$ cat src/sv/tst_pkg.sv
package tst_pkg;

  // table geometry
  localparam int SLOTS   = 16;
  localparam int IDX_W   = (SLOTS > 1) ? $clog2(SLOTS) : 1;
  localparam int STEP_W  = IDX_W + 1;
  localparam int MAX_OUT = 16;
  localparam int CNT_W   = $clog2(MAX_OUT + 1);

  // request codes
  localparam logic [1:0] FUNC_ADD    = 2'd0;
  localparam logic [1:0] FUNC_REMOVE = 2'd1;
  localparam logic [1:0] FUNC_WAIT   = 2'd2;
  localparam logic [1:0] FUNC_FIRE   = 2'd3;

  // result kinds
  localparam logic [1:0] KIND_ADD  = 2'd0;
  localparam logic [1:0] KIND_WAIT = 2'd1;
  localparam logic [1:0] KIND_FIRE = 2'd2;

  // wait answer when no slot is in use
  localparam logic signed [31:0] WAIT_NONE = -32'sd1;

  // one slot entry as held in the memory
  typedef struct packed {
    logic [31:0] due;
    logic [31:0] handler;
    logic [31:0] arg;
    logic [31:0] id;
  } slot_rec_t;

  // memory write request
  typedef struct packed {
    logic             en;
    logic [IDX_W-1:0] addr;
    slot_rec_t        rec;
  } mem_wr_t;

  // free slot search result
  typedef struct packed {
    logic             found;
    logic [IDX_W-1:0] idx;
  } free_t;

endpackage

$ cat src/sv/tst_slot_mem.sv
module tst_slot_mem (
  input  logic                        clk,
  input  tst_pkg::mem_wr_t            wr,
  input  logic                        rd_en,
  input  logic [tst_pkg::IDX_W-1:0]   rd_addr,
  output tst_pkg::slot_rec_t          rd_rec
);

  tst_pkg::slot_rec_t mem [tst_pkg::SLOTS];
  tst_pkg::slot_rec_t rd_rec_r;

  // single write port, single registered read port
  always_ff @(posedge clk) begin
    if (wr.en) begin
      mem[wr.addr] <= wr.rec;
    end
    if (rd_en) begin
      rd_rec_r <= mem[rd_addr];
    end
  end

  assign rd_rec = rd_rec_r;

endmodule

$ cat src/sv/tst_free_find.sv
module tst_free_find (
  input  logic [tst_pkg::SLOTS-1:0] used,
  output tst_pkg::free_t            free
);

  // lowest-index free slot
  always_comb begin
    free.found = 1'b0;
    free.idx   = '0;
    for (int i = tst_pkg::SLOTS - 1; i >= 0; i--) begin
      if (!used[i]) begin
        free.found = 1'b1;
        free.idx   = tst_pkg::IDX_W'(i);
      end
    end
  end

endmodule

$ cat src/sv/timeout_slot_table_core.sv
// Timeout slot table. Each request carries the current millisecond time. Slot
// contents (due time, handler, argument, id) live in a single-port-read memory
// with a registered read port; the in-use flags are flip-flops cleared by
// reset. An add is accepted and then written in S_ADD, because the free slot is
// found from the in-use flags alone. Remove, wait and fire sweep the memory
// one slot per cycle through its read port, pausing while a fire result waits
// on a full result register. Fire results are emitted in slot order; the last
// one of a request carries out_last. A new request is taken once the sweep is
// over, while the previous result may still wait in the output register.
module timeout_slot_table_core (
  input  logic               clk,
  input  logic               rst_n,
  input  logic               in_valid,
  output logic               in_ready,
  input  logic [1:0]         in_func,
  input  logic [31:0]        in_now_ms,
  input  logic [31:0]        in_interval_ms,
  input  logic [31:0]        in_callback_handler,
  input  logic [31:0]        in_callback_arg,
  input  logic [31:0]        in_target_id,
  output logic               out_valid,
  input  logic               out_ready,
  output logic [1:0]         out_kind,
  output logic [31:0]        out_timer_id,
  output logic [31:0]        out_fired_handler,
  output logic [31:0]        out_fired_arg,
  output logic signed [31:0] out_wait_ms,
  output logic               out_last
);

  localparam logic [1:0] S_IDLE = 2'd0;
  localparam logic [1:0] S_ADD  = 2'd1;
  localparam logic [1:0] S_SCAN = 2'd2;
  localparam logic [1:0] S_FIN  = 2'd3;

  logic [1:0] state_r, state_nxt;

  // latched request
  logic [1:0]  func_r;
  logic [31:0] now_r, ival_r, hnd_r, arg_r, tid_r;

  // table state
  logic [tst_pkg::SLOTS-1:0] used_r, used_nxt;
  logic [31:0]               next_id_r, next_id_nxt;

  // sweep state
  logic [tst_pkg::STEP_W-1:0] step_r, step_nxt;
  logic [tst_pkg::IDX_W-1:0]  ev_idx_r;
  logic [tst_pkg::CNT_W-1:0]  cnt_r, cnt_nxt;
  logic                       best_vld_r, best_vld_nxt;
  logic [30:0]                best_r, best_nxt;

  // pending fire result, held until we know whether it is the last
  logic        pend_vld_r, pend_vld_nxt;
  logic [31:0] pend_id_r, pend_hnd_r, pend_arg_r;

  // result register
  logic               out_valid_r;
  logic [1:0]         out_kind_r, out_kind_nxt;
  logic [31:0]        out_id_r, out_id_nxt;
  logic [31:0]        out_hnd_r, out_hnd_nxt;
  logic [31:0]        out_arg_r, out_arg_nxt;
  logic signed [31:0] out_wait_r, out_wait_nxt;
  logic               out_last_r, out_last_nxt;
  logic               out_ld;
  logic               out_free;

  tst_pkg::mem_wr_t   wr;
  tst_pkg::slot_rec_t rd_rec;
  tst_pkg::free_t     free;
  logic               rd_en;
  logic [tst_pkg::IDX_W-1:0] rd_addr;

  // evaluation of the slot last read from the memory
  logic        ev_vld, ev_used, is_due, rm_hit, fire_hit, stall, sweep_end;
  logic [31:0] diff;
  logic [30:0] wait_d;

  tst_slot_mem u_mem (
    .clk     (clk),
    .wr      (wr),
    .rd_en   (rd_en),
    .rd_addr (rd_addr),
    .rd_rec  (rd_rec)
  );

  tst_free_find u_free (
    .used (used_r),
    .free (free)
  );

  assign out_free = !out_valid_r || out_ready;
  assign in_ready = (state_r == S_IDLE);

  // compare of the slot just read against the request
  always_comb begin
    ev_vld    = (state_r == S_SCAN) && (step_r != '0);
    ev_used   = used_r[ev_idx_r];
    diff      = rd_rec.due - now_r;
    is_due    = diff[31] || (diff == 32'd0);
    wait_d    = diff[31] ? 31'd0 : diff[30:0];
    rm_hit    = ev_vld && (func_r == tst_pkg::FUNC_REMOVE) && ev_used
                && (rd_rec.id == tid_r);
    fire_hit  = ev_vld && (func_r == tst_pkg::FUNC_FIRE) && ev_used && is_due
                && (cnt_r < tst_pkg::CNT_W'(tst_pkg::MAX_OUT));
    stall     = fire_hit && pend_vld_r && !out_free;
    sweep_end = (step_r == tst_pkg::STEP_W'(tst_pkg::SLOTS));
    rd_addr   = step_r[tst_pkg::IDX_W-1:0];
    rd_en     = (state_r == S_SCAN) && !stall && !sweep_end;
  end

  // add writes the new slot
  always_comb begin
    wr.en          = (state_r == S_ADD) && out_free && free.found;
    wr.addr        = free.idx;
    wr.rec.due     = now_r + (ival_r[31] ? 32'd0 : ival_r);
    wr.rec.handler = hnd_r;
    wr.rec.arg     = arg_r;
    wr.rec.id      = next_id_r;
  end

  // sequencer
  always_comb begin
    state_nxt    = state_r;
    used_nxt     = used_r;
    next_id_nxt  = next_id_r;
    step_nxt     = step_r;
    cnt_nxt      = cnt_r;
    best_vld_nxt = best_vld_r;
    best_nxt     = best_r;
    pend_vld_nxt = pend_vld_r;
    out_ld       = 1'b0;
    out_kind_nxt = out_kind_r;
    out_id_nxt   = out_id_r;
    out_hnd_nxt  = out_hnd_r;
    out_arg_nxt  = out_arg_r;
    out_wait_nxt = out_wait_r;
    out_last_nxt = out_last_r;
    unique case (state_r)
      S_IDLE: begin
        if (in_valid) begin
          step_nxt     = '0;
          cnt_nxt      = '0;
          best_vld_nxt = 1'b0;
          pend_vld_nxt = 1'b0;
          state_nxt    = (in_func == tst_pkg::FUNC_ADD) ? S_ADD : S_SCAN;
        end
      end
      S_ADD: begin
        if (out_free) begin
          out_ld       = 1'b1;
          out_kind_nxt = tst_pkg::KIND_ADD;
          out_id_nxt   = free.found ? next_id_r : 32'd0;
          out_hnd_nxt  = '0;
          out_arg_nxt  = '0;
          out_wait_nxt = '0;
          out_last_nxt = 1'b1;
          if (free.found) begin
            used_nxt[free.idx] = 1'b1;
            next_id_nxt        = next_id_r + 32'd1;
          end
          state_nxt = S_IDLE;
        end
      end
      S_SCAN: begin
        if (!stall) begin
          if (rm_hit) begin
            used_nxt[ev_idx_r] = 1'b0;
          end
          if (ev_vld && (func_r == tst_pkg::FUNC_WAIT) && ev_used) begin
            if (!best_vld_r || (wait_d < best_r)) begin
              best_nxt = wait_d;
            end
            best_vld_nxt = 1'b1;
          end
          if (fire_hit) begin
            used_nxt[ev_idx_r] = 1'b0;
            cnt_nxt            = cnt_r + tst_pkg::CNT_W'(1);
            pend_vld_nxt       = 1'b1;
            if (pend_vld_r) begin
              out_ld       = 1'b1;
              out_kind_nxt = tst_pkg::KIND_FIRE;
              out_id_nxt   = pend_id_r;
              out_hnd_nxt  = pend_hnd_r;
              out_arg_nxt  = pend_arg_r;
              out_wait_nxt = '0;
              out_last_nxt = 1'b0;
            end
          end
          if (sweep_end) begin
            state_nxt = S_FIN;
          end else begin
            step_nxt = step_r + tst_pkg::STEP_W'(1);
          end
        end
      end
      S_FIN: begin
        priority if (func_r == tst_pkg::FUNC_WAIT) begin
          if (out_free) begin
            out_ld       = 1'b1;
            out_kind_nxt = tst_pkg::KIND_WAIT;
            out_id_nxt   = '0;
            out_hnd_nxt  = '0;
            out_arg_nxt  = '0;
            out_wait_nxt = best_vld_r ? $signed({1'b0, best_r}) : tst_pkg::WAIT_NONE;
            out_last_nxt = 1'b1;
            state_nxt    = S_IDLE;
          end
        end else if ((func_r == tst_pkg::FUNC_FIRE) && pend_vld_r) begin
          if (out_free) begin
            out_ld       = 1'b1;
            out_kind_nxt = tst_pkg::KIND_FIRE;
            out_id_nxt   = pend_id_r;
            out_hnd_nxt  = pend_hnd_r;
            out_arg_nxt  = pend_arg_r;
            out_wait_nxt = '0;
            out_last_nxt = 1'b1;
            pend_vld_nxt = 1'b0;
            state_nxt    = S_IDLE;
          end
        end else begin
          state_nxt = S_IDLE;
        end
      end
      default: state_nxt = S_IDLE;
    endcase
  end

  // control registers
  always_ff @(posedge clk) begin
    if (!rst_n) begin
      state_r     <= S_IDLE;
      used_r      <= '0;
      next_id_r   <= 32'd1;
      pend_vld_r  <= 1'b0;
      out_valid_r <= 1'b0;
      step_r      <= '0;
    end else begin
      state_r     <= state_nxt;
      used_r      <= used_nxt;
      next_id_r   <= next_id_nxt;
      pend_vld_r  <= pend_vld_nxt;
      step_r      <= step_nxt;
      if (out_ld) begin
        out_valid_r <= 1'b1;
      end else if (out_ready) begin
        out_valid_r <= 1'b0;
      end
    end
  end

  // payload registers
  always_ff @(posedge clk) begin
    if (in_valid && in_ready) begin
      func_r <= in_func;
      now_r  <= in_now_ms;
      ival_r <= in_interval_ms;
      hnd_r  <= in_callback_handler;
      arg_r  <= in_callback_arg;
      tid_r  <= in_target_id;
    end
    if (rd_en) begin
      ev_idx_r <= rd_addr;
    end
    cnt_r      <= cnt_nxt;
    best_vld_r <= best_vld_nxt;
    best_r     <= best_nxt;
    if (fire_hit && !stall) begin
      pend_id_r  <= rd_rec.id;
      pend_hnd_r <= rd_rec.handler;
      pend_arg_r <= rd_rec.arg;
    end
    if (out_ld) begin
      out_kind_r <= out_kind_nxt;
      out_id_r   <= out_id_nxt;
      out_hnd_r  <= out_hnd_nxt;
      out_arg_r  <= out_arg_nxt;
      out_wait_r <= out_wait_nxt;
      out_last_r <= out_last_nxt;
    end
  end

  assign out_valid         = out_valid_r;
  assign out_kind          = out_kind_r;
  assign out_timer_id      = out_id_r;
  assign out_fired_handler = out_hnd_r;
  assign out_fired_arg     = out_arg_r;
  assign out_wait_ms       = out_wait_r;
  assign out_last          = out_last_r;

  // memory is written only by an add
  a_wr_only_add: assert property (@(posedge clk) disable iff (!rst_n)
    wr.en |-> (state_r == S_ADD))
    else $error("slot memory written outside add");

  // a held fire result exists only during a fire sweep
  a_pend_fire: assert property (@(posedge clk) disable iff (!rst_n)
    pend_vld_r |-> ((state_r == S_SCAN || state_r == S_FIN)
                    && func_r == tst_pkg::FUNC_FIRE))
    else $error("pending fire result outside fire sweep");

  // sweep counter never passes the table end
  a_step_range: assert property (@(posedge clk) disable iff (!rst_n)
    step_r <= tst_pkg::STEP_W'(tst_pkg::SLOTS))
    else $error("sweep counter out of range");

  // a successful add claims exactly one more slot
  a_add_claims: assert property (@(posedge clk) disable iff (!rst_n)
    wr.en |=> ($countones(used_r) == $countones($past(used_r)) + 1))
    else $error("add did not claim exactly one slot");

  // no result is overwritten while it waits
  a_no_overwrite: assert property (@(posedge clk) disable iff (!rst_n)
    out_ld |-> out_free)
    else $error("result register loaded while full");

endmodule

$ cat config.mk
export PLATFORM = sky130hd
export DESIGN_NAME = timeout_slot_table_core
export DESIGN_NICKNAME = d
export VERILOG_FILES = /design/src/sv/tst_pkg.sv /design/src/sv/tst_slot_mem.sv /design/src/sv/tst_free_find.sv /design/src/sv/timeout_slot_table_core.sv
export SDC_FILE = /design/constraint.sdc
export NUM_CORES = 2
export LEC_CHECK = 0
export BUFFER_PORTS_ARGS = -buffer_cell sky130_fd_sc_hd__buf_4
export CAP_MARGIN = 10
export CORE_ASPECT_RATIO = 0.9
export CORE_MARGIN = 2
export CORE_UTILIZATION = 55
export CTS_CLUSTER_SIZE = 30
export DETAILED_ROUTE_END_ITERATION = 6
export HOLD_SLACK_MARGIN = 0.03
export PLACE_DENSITY = 0.68
export SYNTH_ARGS = -nofsm -noshare
export SYNTH_HDL_FRONTEND = slang
export SYNTH_HIERARCHICAL = 1
export SYNTH_SLANG_ARGS = --single-unit
$ cat constraint.sdc
create_clock -name clk -period 16.43 [get_ports clk]
set_input_delay 0.8215 -clock clk [delete_from_list [all_inputs] [get_ports clk]]
set_output_delay 0.8215 -clock clk [all_outputs]
set_load 0.01 [all_outputs]
==> After elaboration in Yosys (flattened, before gate mapping) <==
Memory sizes are Yosys's and may differ from the RTL's. A register that Yosys moved wholly into a read port is not among the register bits.
Index checks and enable logic that the tools add are counted.
{ "classes": {"n_addsub": 5, "order_cmp": 6, "bitwise_logic": 5, "n_eq_ne": 24, "muxes": 119, "reduce_logical": 50} }
{ "op_table": {"columns": ["cell", "count"], "rows": [
  ["$mux 32", 31],
  ["$pmux 32 s3", 4],
  ["$mux 16", 7],
  ["$mux 5", 21],
  ["$mux 31", 2],
  ["$add 32x1->32 const B", 1],
  ["$add 32x31->32", 1],
  ["$and 16x16->16", 2],
  ["$eq 32x32->1", 1],
  ["$logic_not 32->1", 1],
  ["$pmux 16 s2", 1],
  ["$sub 32x32->32", 1],
  ["$lt 31x31->1", 1],
  ["$mux 2", 15],
  ["$mux 1", 27],
  ["$ne 2x2->1 const B", 11],
  ["$logic_and 1x1->1", 21],
  ["$reduce_and 7->1", 3],
  ["$pmux 5 s2", 2],
  ["$reduce_and 4->1", 5],
  ["$not 16->16", 1],
  ["$or 16x16->16", 1],
  ["$ne 3x3->1 const B", 4],
  ["$add 5x1->5 const B", 2],
  ["other kinds (23)", 43]
]} }
{ "word_totals": {"output_inout_bits": 133, "ff_bits": 487, "mem_count": 1, "ram_bits": 2048, "elab_cells": 235, "input_bits": 166} }
{ "memory_table": {"columns": ["memory", "words", "word_bits", "read_ports", "rd_clocked_by_memory_dff", "wr", "line", "source"], "rows": [
  ["u_mem.mem", 16, 128, 1, 1, 1, "tst_slot_mem.sv:9", "tst_pkg::slot_rec_t mem [tst_pkg::SLOTS];"]
]} }

==> Depth between registers and ports, before layout <==
{ "depth": {"word_depth": 24, "depth_mapped": 23, "mapped_depth_nobuf": 22} }

==> Hierarchy <==
The synthesis kept the hierarchy.
{ "modules_own_cells": {"columns": ["module", "seq_area_each_um2", "area_per_inst_um2", "cells_each", "instances"], "rows": [
  ["tst_slot_mem", 65342.7, 80800.0, 3357, 1],
  ["timeout_slot_table_core", 14053.5, 23054.6, 1934, 1],
  ["tst_free_find", 0.0, 163.9, 31, 1]
]} }

==> Least setup slack after synthesis <==
OpenSTA, ideal clock, no wires.
{ "synth_timing": {"path_type": "register -> register", "from": "register u_mem/rd_rec[96] (netlist name)", "to": "register ev_idx_r[0] (netlist bit), enable pin", "t_arrival_ns": 11.775, "synth_period_minus_slack_ns": 12.561, "stages_incl_launch_ff": 15, "t_required_ns": 15.644, "n_path_buf": 1, "setup_ns": 0.786, "path_slack_ns": 3.869, "cell_sequence": "edfxtp_1 > inv_1 > ha_1 > inv_1 > fa_1 > a211oi_2 > o21ai_1 > a2111o_1 > and2_1 > a211oi_1 > xor2_1 > and4_1 > and4_1 > buf_2 > nor3_1"} }
{ "synth_via": {"elab_chain_len": 10} }
{ "synth_rtl": {"columns": ["element", "line", "source"], "rows": [
  ["$sub 32x32->32 (*)", "timeout_slot_table_core.sv:99", "diff = rd_rec.due - now_r;"],
  ["$logic_not 32->1", "timeout_slot_table_core.sv:100", "is_due = diff[31] || (diff == 32'd0);"],
  ["$logic_or 1x1->1 (*)", "timeout_slot_table_core.sv:100", null],
  ["$logic_and 1x1->1 (*)", "timeout_slot_table_core.sv:104", "fire_hit = ev_vld && (func_r == tst_pkg::FUNC_FIRE) && ev_used && is_due"],
  ["$logic_and 1x1->1 (*)", "timeout_slot_table_core.sv:105", "&& (cnt_r < tst_pkg::CNT_W'(tst_pkg::MAX_OUT));"],
  ["$logic_and 1x1->1 (*) (2 in series)", "timeout_slot_table_core.sv:106", "stall = fire_hit && pend_vld_r && !out_free;"],
  ["$logic_not 1->1 (*)", "timeout_slot_table_core.sv:109", "rd_en = (state_r == S_SCAN) && !stall && !sweep_end;"],
  ["$logic_and 1x1->1 (*) (2 in series)", "timeout_slot_table_core.sv:109", null],
  ["via rd_en", "timeout_slot_table_core.sv:71", "logic rd_en;"],
  ["to (signal assigned)", "timeout_slot_table_core.sv:263", "ev_idx_r <= rd_addr;"],
  ["to (decl)", "timeout_slot_table_core.sv:48", "logic [tst_pkg::IDX_W-1:0] ev_idx_r;"]
]} }
Mark *: on every way through the listed nets, which the timed path passes. The rest lies on a longest branch.
A chain may end at the register's enable or synchronous reset.

==> Final worst setup path <==
{ "layout_timing": {"from": "register step_r[0] (netlist bit)", "to": "register u_mem/rd_rec[37] (netlist name)"} }
{ "layout_via": {"elab_chain_len": 11, "word_cells_on_any_way": 13, "classes_between": "1 x eq/ne; 12 x reduce/logical"} }
{ "layout_rtl": {"columns": ["element", "line", "source"], "rows": [
  ["from (decl)", "timeout_slot_table_core.sv:47", "logic [tst_pkg::STEP_W-1:0] step_r, step_nxt;"],
  ["from (signal assigned)", "timeout_slot_table_core.sv:243", "step_r <= step_nxt;"],
  ["$reduce_bool 5->1", "timeout_slot_table_core.sv:97", "ev_vld = (state_r == S_SCAN) && (step_r != '0);"],
  ["$logic_and 1x1->1", "timeout_slot_table_core.sv:97", null],
  ["$logic_and 1x1->1 (3 in series)", "timeout_slot_table_core.sv:104", null],
  ["$logic_and 1x1->1", "timeout_slot_table_core.sv:105", null],
  ["$logic_and 1x1->1 (2 in series)", "timeout_slot_table_core.sv:106", null],
  ["$logic_not 1->1", "timeout_slot_table_core.sv:109", null],
  ["$logic_and 1x1->1 (2 in series)", "timeout_slot_table_core.sv:109", null]
]} }
Several ways; a longest one is shown, not always the timed one.

==> results.json <==
{
  "maxCapViolCount": 0,
  "critPathMaxStageDelay_ns": 0.93,
  "crit_arrival_ns": 6.97,
  "syn_nets": 5586,
  "slew_viol_final": 0,
  "min_period_ns": 6.33,
  "via_per_inst": 6.33,
  "cts_hold_buffers": 19,
  "ys_seq_area_share_pct": 76.3,
  "p_clk_share_pct": 39.2,
  "ys_async_sr_fraction_pct": 0,
  "wl_mm": 254,
  "startpoint_type": "flip-flop",
  "io_pins": 299,
  "wl_per_cell_um": 29.9,
  "dieArea_mm2": 0.193,
  "grt_pass1_wl_mm": 367,
  "worst_pin_slew_ns": 1.25,
  "top_layer": "met5",
  "p_sw_uw": 3320,
  "die_w_um": 462,
  "crit_type": "flip-flop to flip-flop",
  "multi_input_area_mm2": 0.0232,
  "finClkSkew_ns": 0.0879,
  "ant_nets": 0,
  "wirelength_met1_mm": 108,
  "drt_first_iter_violations": 6557,
  "path_common_cell": "buf_4",
  "gp_congestion": 0.880,
  "fmax_ghz": 0.158,
  "swShare_pct": 22.2,
  "cts_tree": "done",
  "cts_made_buffers": 276,
  "synth_area_leader_cell": "edfxtp_1",
  "power_per_cell_area_mw_per_mm2": 127,
  "synth_top_area_share_pct": 75.2,
  "antenna_found_initial": 9,
  "total_power_uw": 15000,
  "fillers": 12900,
  "syn_area_mm2": 0.104,
  "path_buf_inv": 5,
  "internal-power_uw": 11600,
  "netlist_top_cells_area": "edfxtp_1 (75%), mux4_2 (10%), a22oi_1 (1.6%)",
  "synth.distinct_cells": 86,
  "core_area_mm2": 0.188,
  "dp.cells": 7999,
  "dpl.hpwl_mm": 137,
  "grt_pass1_vias": 53000,
  "drc": 0,
  "area_growth_syn_to_layout_pct": 13.3,
  "grt_max_degree": 110,
  "max_slew_margin_pct": 16.9,
  "start_util_pct": 55.3,
  "cts.sinks": 2663,
  "period_share_pct": 38.5,
  "clk_path_buf_depth": 4,
  "timing.setup.tns_ns": 0,
  "rows": 151,
  "status": "completed",
  "cp.required_ns": 17.07,
  "critPathSlowestCell": "dfxtp_4",
  "p_leak_uw": 0.0388,
  "endpoint_kind": "flip-flop",
  "grt_use_total_pct": 26.2,
  "wl_met2_mm": 119,
  "drive_above_1_share_pct": 22.8,
  "post_cts.repair.setup_buffers": 0,
  "die_h_um": 417,
  "p_comb_share_pct": 8.1,
  "via_count": 53700,
  "hold_class": "input port to flip-flop",
  "cts_resized": 0,
  "port_buffers": 298,
  "hold_viol": 0,
  "p_seq_share_pct": 52.7,
  "ir_drop_v": 0.000121,
  "seq_area_mm2": 0.0794,
  "setup_viol": 0,
  "htree_levels": 5,
  "cp_top_family": "buffers and inverters",
  "yosys_warnings": 6,
  "wl_met3_mm": 20.2,
  "cp_max_fo": 105,
  "avgSynthCellArea_um2": 19.5,
  "synth-main-ff-cell": "edfxtp_1",
  "rsz0062_at_grt": "false",
  "cp_cell_sequence": "buf_4 > buf_12 > buf_4 > buf_4 > buf_4 > mux4_2 > a22oi_1 > nand2_1",
  "path_clk_slew_ns": 0.07,
  "syn-instance-count": 5322,
  "clk_latency_ns": 0.92,
  "clock-root-buffer": "clkbuf_16",
  "final_cells": 8489,
  "gr-total-overflow": 0,
  "drtPass1Iterations": 5,
  "num-nets-final": 6046,
  "ys_seq_elements": 2663,
  "synth_edf_count": 2606
}
## registers in the layout (all words and copies together) (netlist names), 2 cells and up
name	count
arg_r	32
best_r	31
cnt_r	5
ev_idx_r	4
func_r	2
hnd_r	32
ival_r	32
next_id_r	32
now_r	32
out_fired_arg	32
out_fired_handler	32
out_kind	2
out_timer_id	32
out_wait_ms	32
pend_arg_r	32
pend_hnd_r	32
pend_id_r	32
state_r	2
step_r	5
tid_r	32
u_mem/mem	2048
u_mem/rd_rec	128
used_r	16
## power groups by stage
stage | registers [uW] | clock network, uW | logic (uW)
after floorplan | 7980 | 0 | 834
after global placement | 8010 | 0 | 1180
after detailed placement | 8020 | 0 | 1200
after CTS | 7880 | 5950 | 1200
after global routing | 7890 | 6210 | 1320
final | 7880 | 5860 | 1220
## cell families after synthesis
family	Yosys count	share of synthesized area (%)
multiplexers	576	11.4
flip-flops	2663	76.3
adder cells (fa/ha/maj)	98	1.19
AO/OA/AOI/OAI	751	5.04
AND/OR/NAND/NOR	781	3.64
XOR/XNOR	108	0.909
buffers and inverters	345	1.52
## area by class of cell
cell class | count | share of cell area (%)
Antenna cell | 3 | 0.00637
Clock buffer | 356 | 6.24
Clock inverter | 102 | 0.769
Inverter | 93 | 0.307
Multi-Input combinational cell | 2314 | 19.7
Sequential cell | 2663 | 67.4
Tap cell | 2524 | 2.68
Timing Repair Buffer | 434 | 2.89
## cell usage after synthesis (all sizes together), types with 6 or more instances
cell and instances:
a211oi 6, a21boi 11, a21o 71, a21oi 104
a221oi 14, a22o 33, a22oi 217, a31oi 14
a41oi 7, and2 48, and3 19, and4 14
buf 121, clkbuf 131, dfxtp 57, edfxtp 2606
ha 96, inv 93, mux2 64, mux2i 35
mux4 477, nand2 311, nand2b 34, nand3 49
nand4 28, nor2 123, nor2b 81, nor3 32
nor4 11, o211ai 12, o21a 17, o21ai 154
o221ai 24, o22a 7, o31ai 11, or3 6
or4 6, xnor2 68, xor2 40
## final timing paths
kind	depth (start not counted)	to	slack (ns)	start
worst min-delay path	1	tid_r[5]$_DFFE_PP_	0.09	in_target_id[5]
worst max-delay path	8	u_mem/rd_rec[37]$_DFFE_PP_	10.10	step_r[0]$_SDFFE_PN0P_
worst min register to register	0	pend_hnd_r[9]$_DFFE_PP_	0.41	u_mem/rd_rec[73]$_DFFE_PP_
worst max register to register	8	u_mem/rd_rec[37]$_DFFE_PP_	10.10	step_r[0]$_SDFFE_PN0P_
## metrics by stage
| step | instance area (um^2) | setup WS (ns) | util [%] | hold WS [ns] |
|---|---|---|---|---|
| after floorplan | 104000 | 3.87 | - | 0.400 |
| after global placement | 109000 | 9.78 | 58.1 | 0.404 |
| after detailed placement | 109000 | 9.75 | 58.1 | 0.406 |
| after CTS | 118000 | 9.75 | 62.6 | 0.0304 |
| after global routing | 118000 | 9.33 | 62.7 | 0.0437 |
| final | 118000 | 10.10 | 62.7 | 0.0898 |
## worst reg2reg max path, cell delays in order, from the launching register on
cell and delay (ns):
dfxtp_4 0.93, buf_4 0.77, buf_12 0.70, buf_4 0.91, buf_4 0.92, buf_4 0.90, mux4_2 0.65, a22oi_1 0.22
nand2_1 0.09
## metal layers
metal  vias to the layer above  GRT usage, %
met4                         2          7.46
met5                         -             0
met3                       400          3.84
li1                      22600             -
met2                      2470          40.5
met1                     28200          39.6
## layout by cell type, fill, tap and decap left out, types with 18 or more instances in the layout
master	synthesis	final
nand2_1	311	311
a22oi_1	217	217
mux2_2	64	64
mux4_2	477	477
clkinv_2	0	28
and3_1	18	18
a21o_1	71	71
nor2_1	122	105
nor3_1	32	27
a22o_1	33	33
mux2i_1	35	35
dlygate4sd3_1	0	19
clkinv_1	0	48
nand2b_1	34	34
o221ai_1	24	24
nor2b_1	81	76
clkbuf_16	0	281
nand4_1	28	28
a21oi_1	99	99
xor2_1	40	40
ha_1	96	96
and2_1	48	47
nand3_1	49	49
o21ai_0	152	152
buf_4	33	405
clkbuf_1	130	71
xnor2_1	68	67
inv_1	93	91
dfxtp_1	57	53
edfxtp_1	2606	2606
No activity file was read; power rests on OpenSTA's default activity.
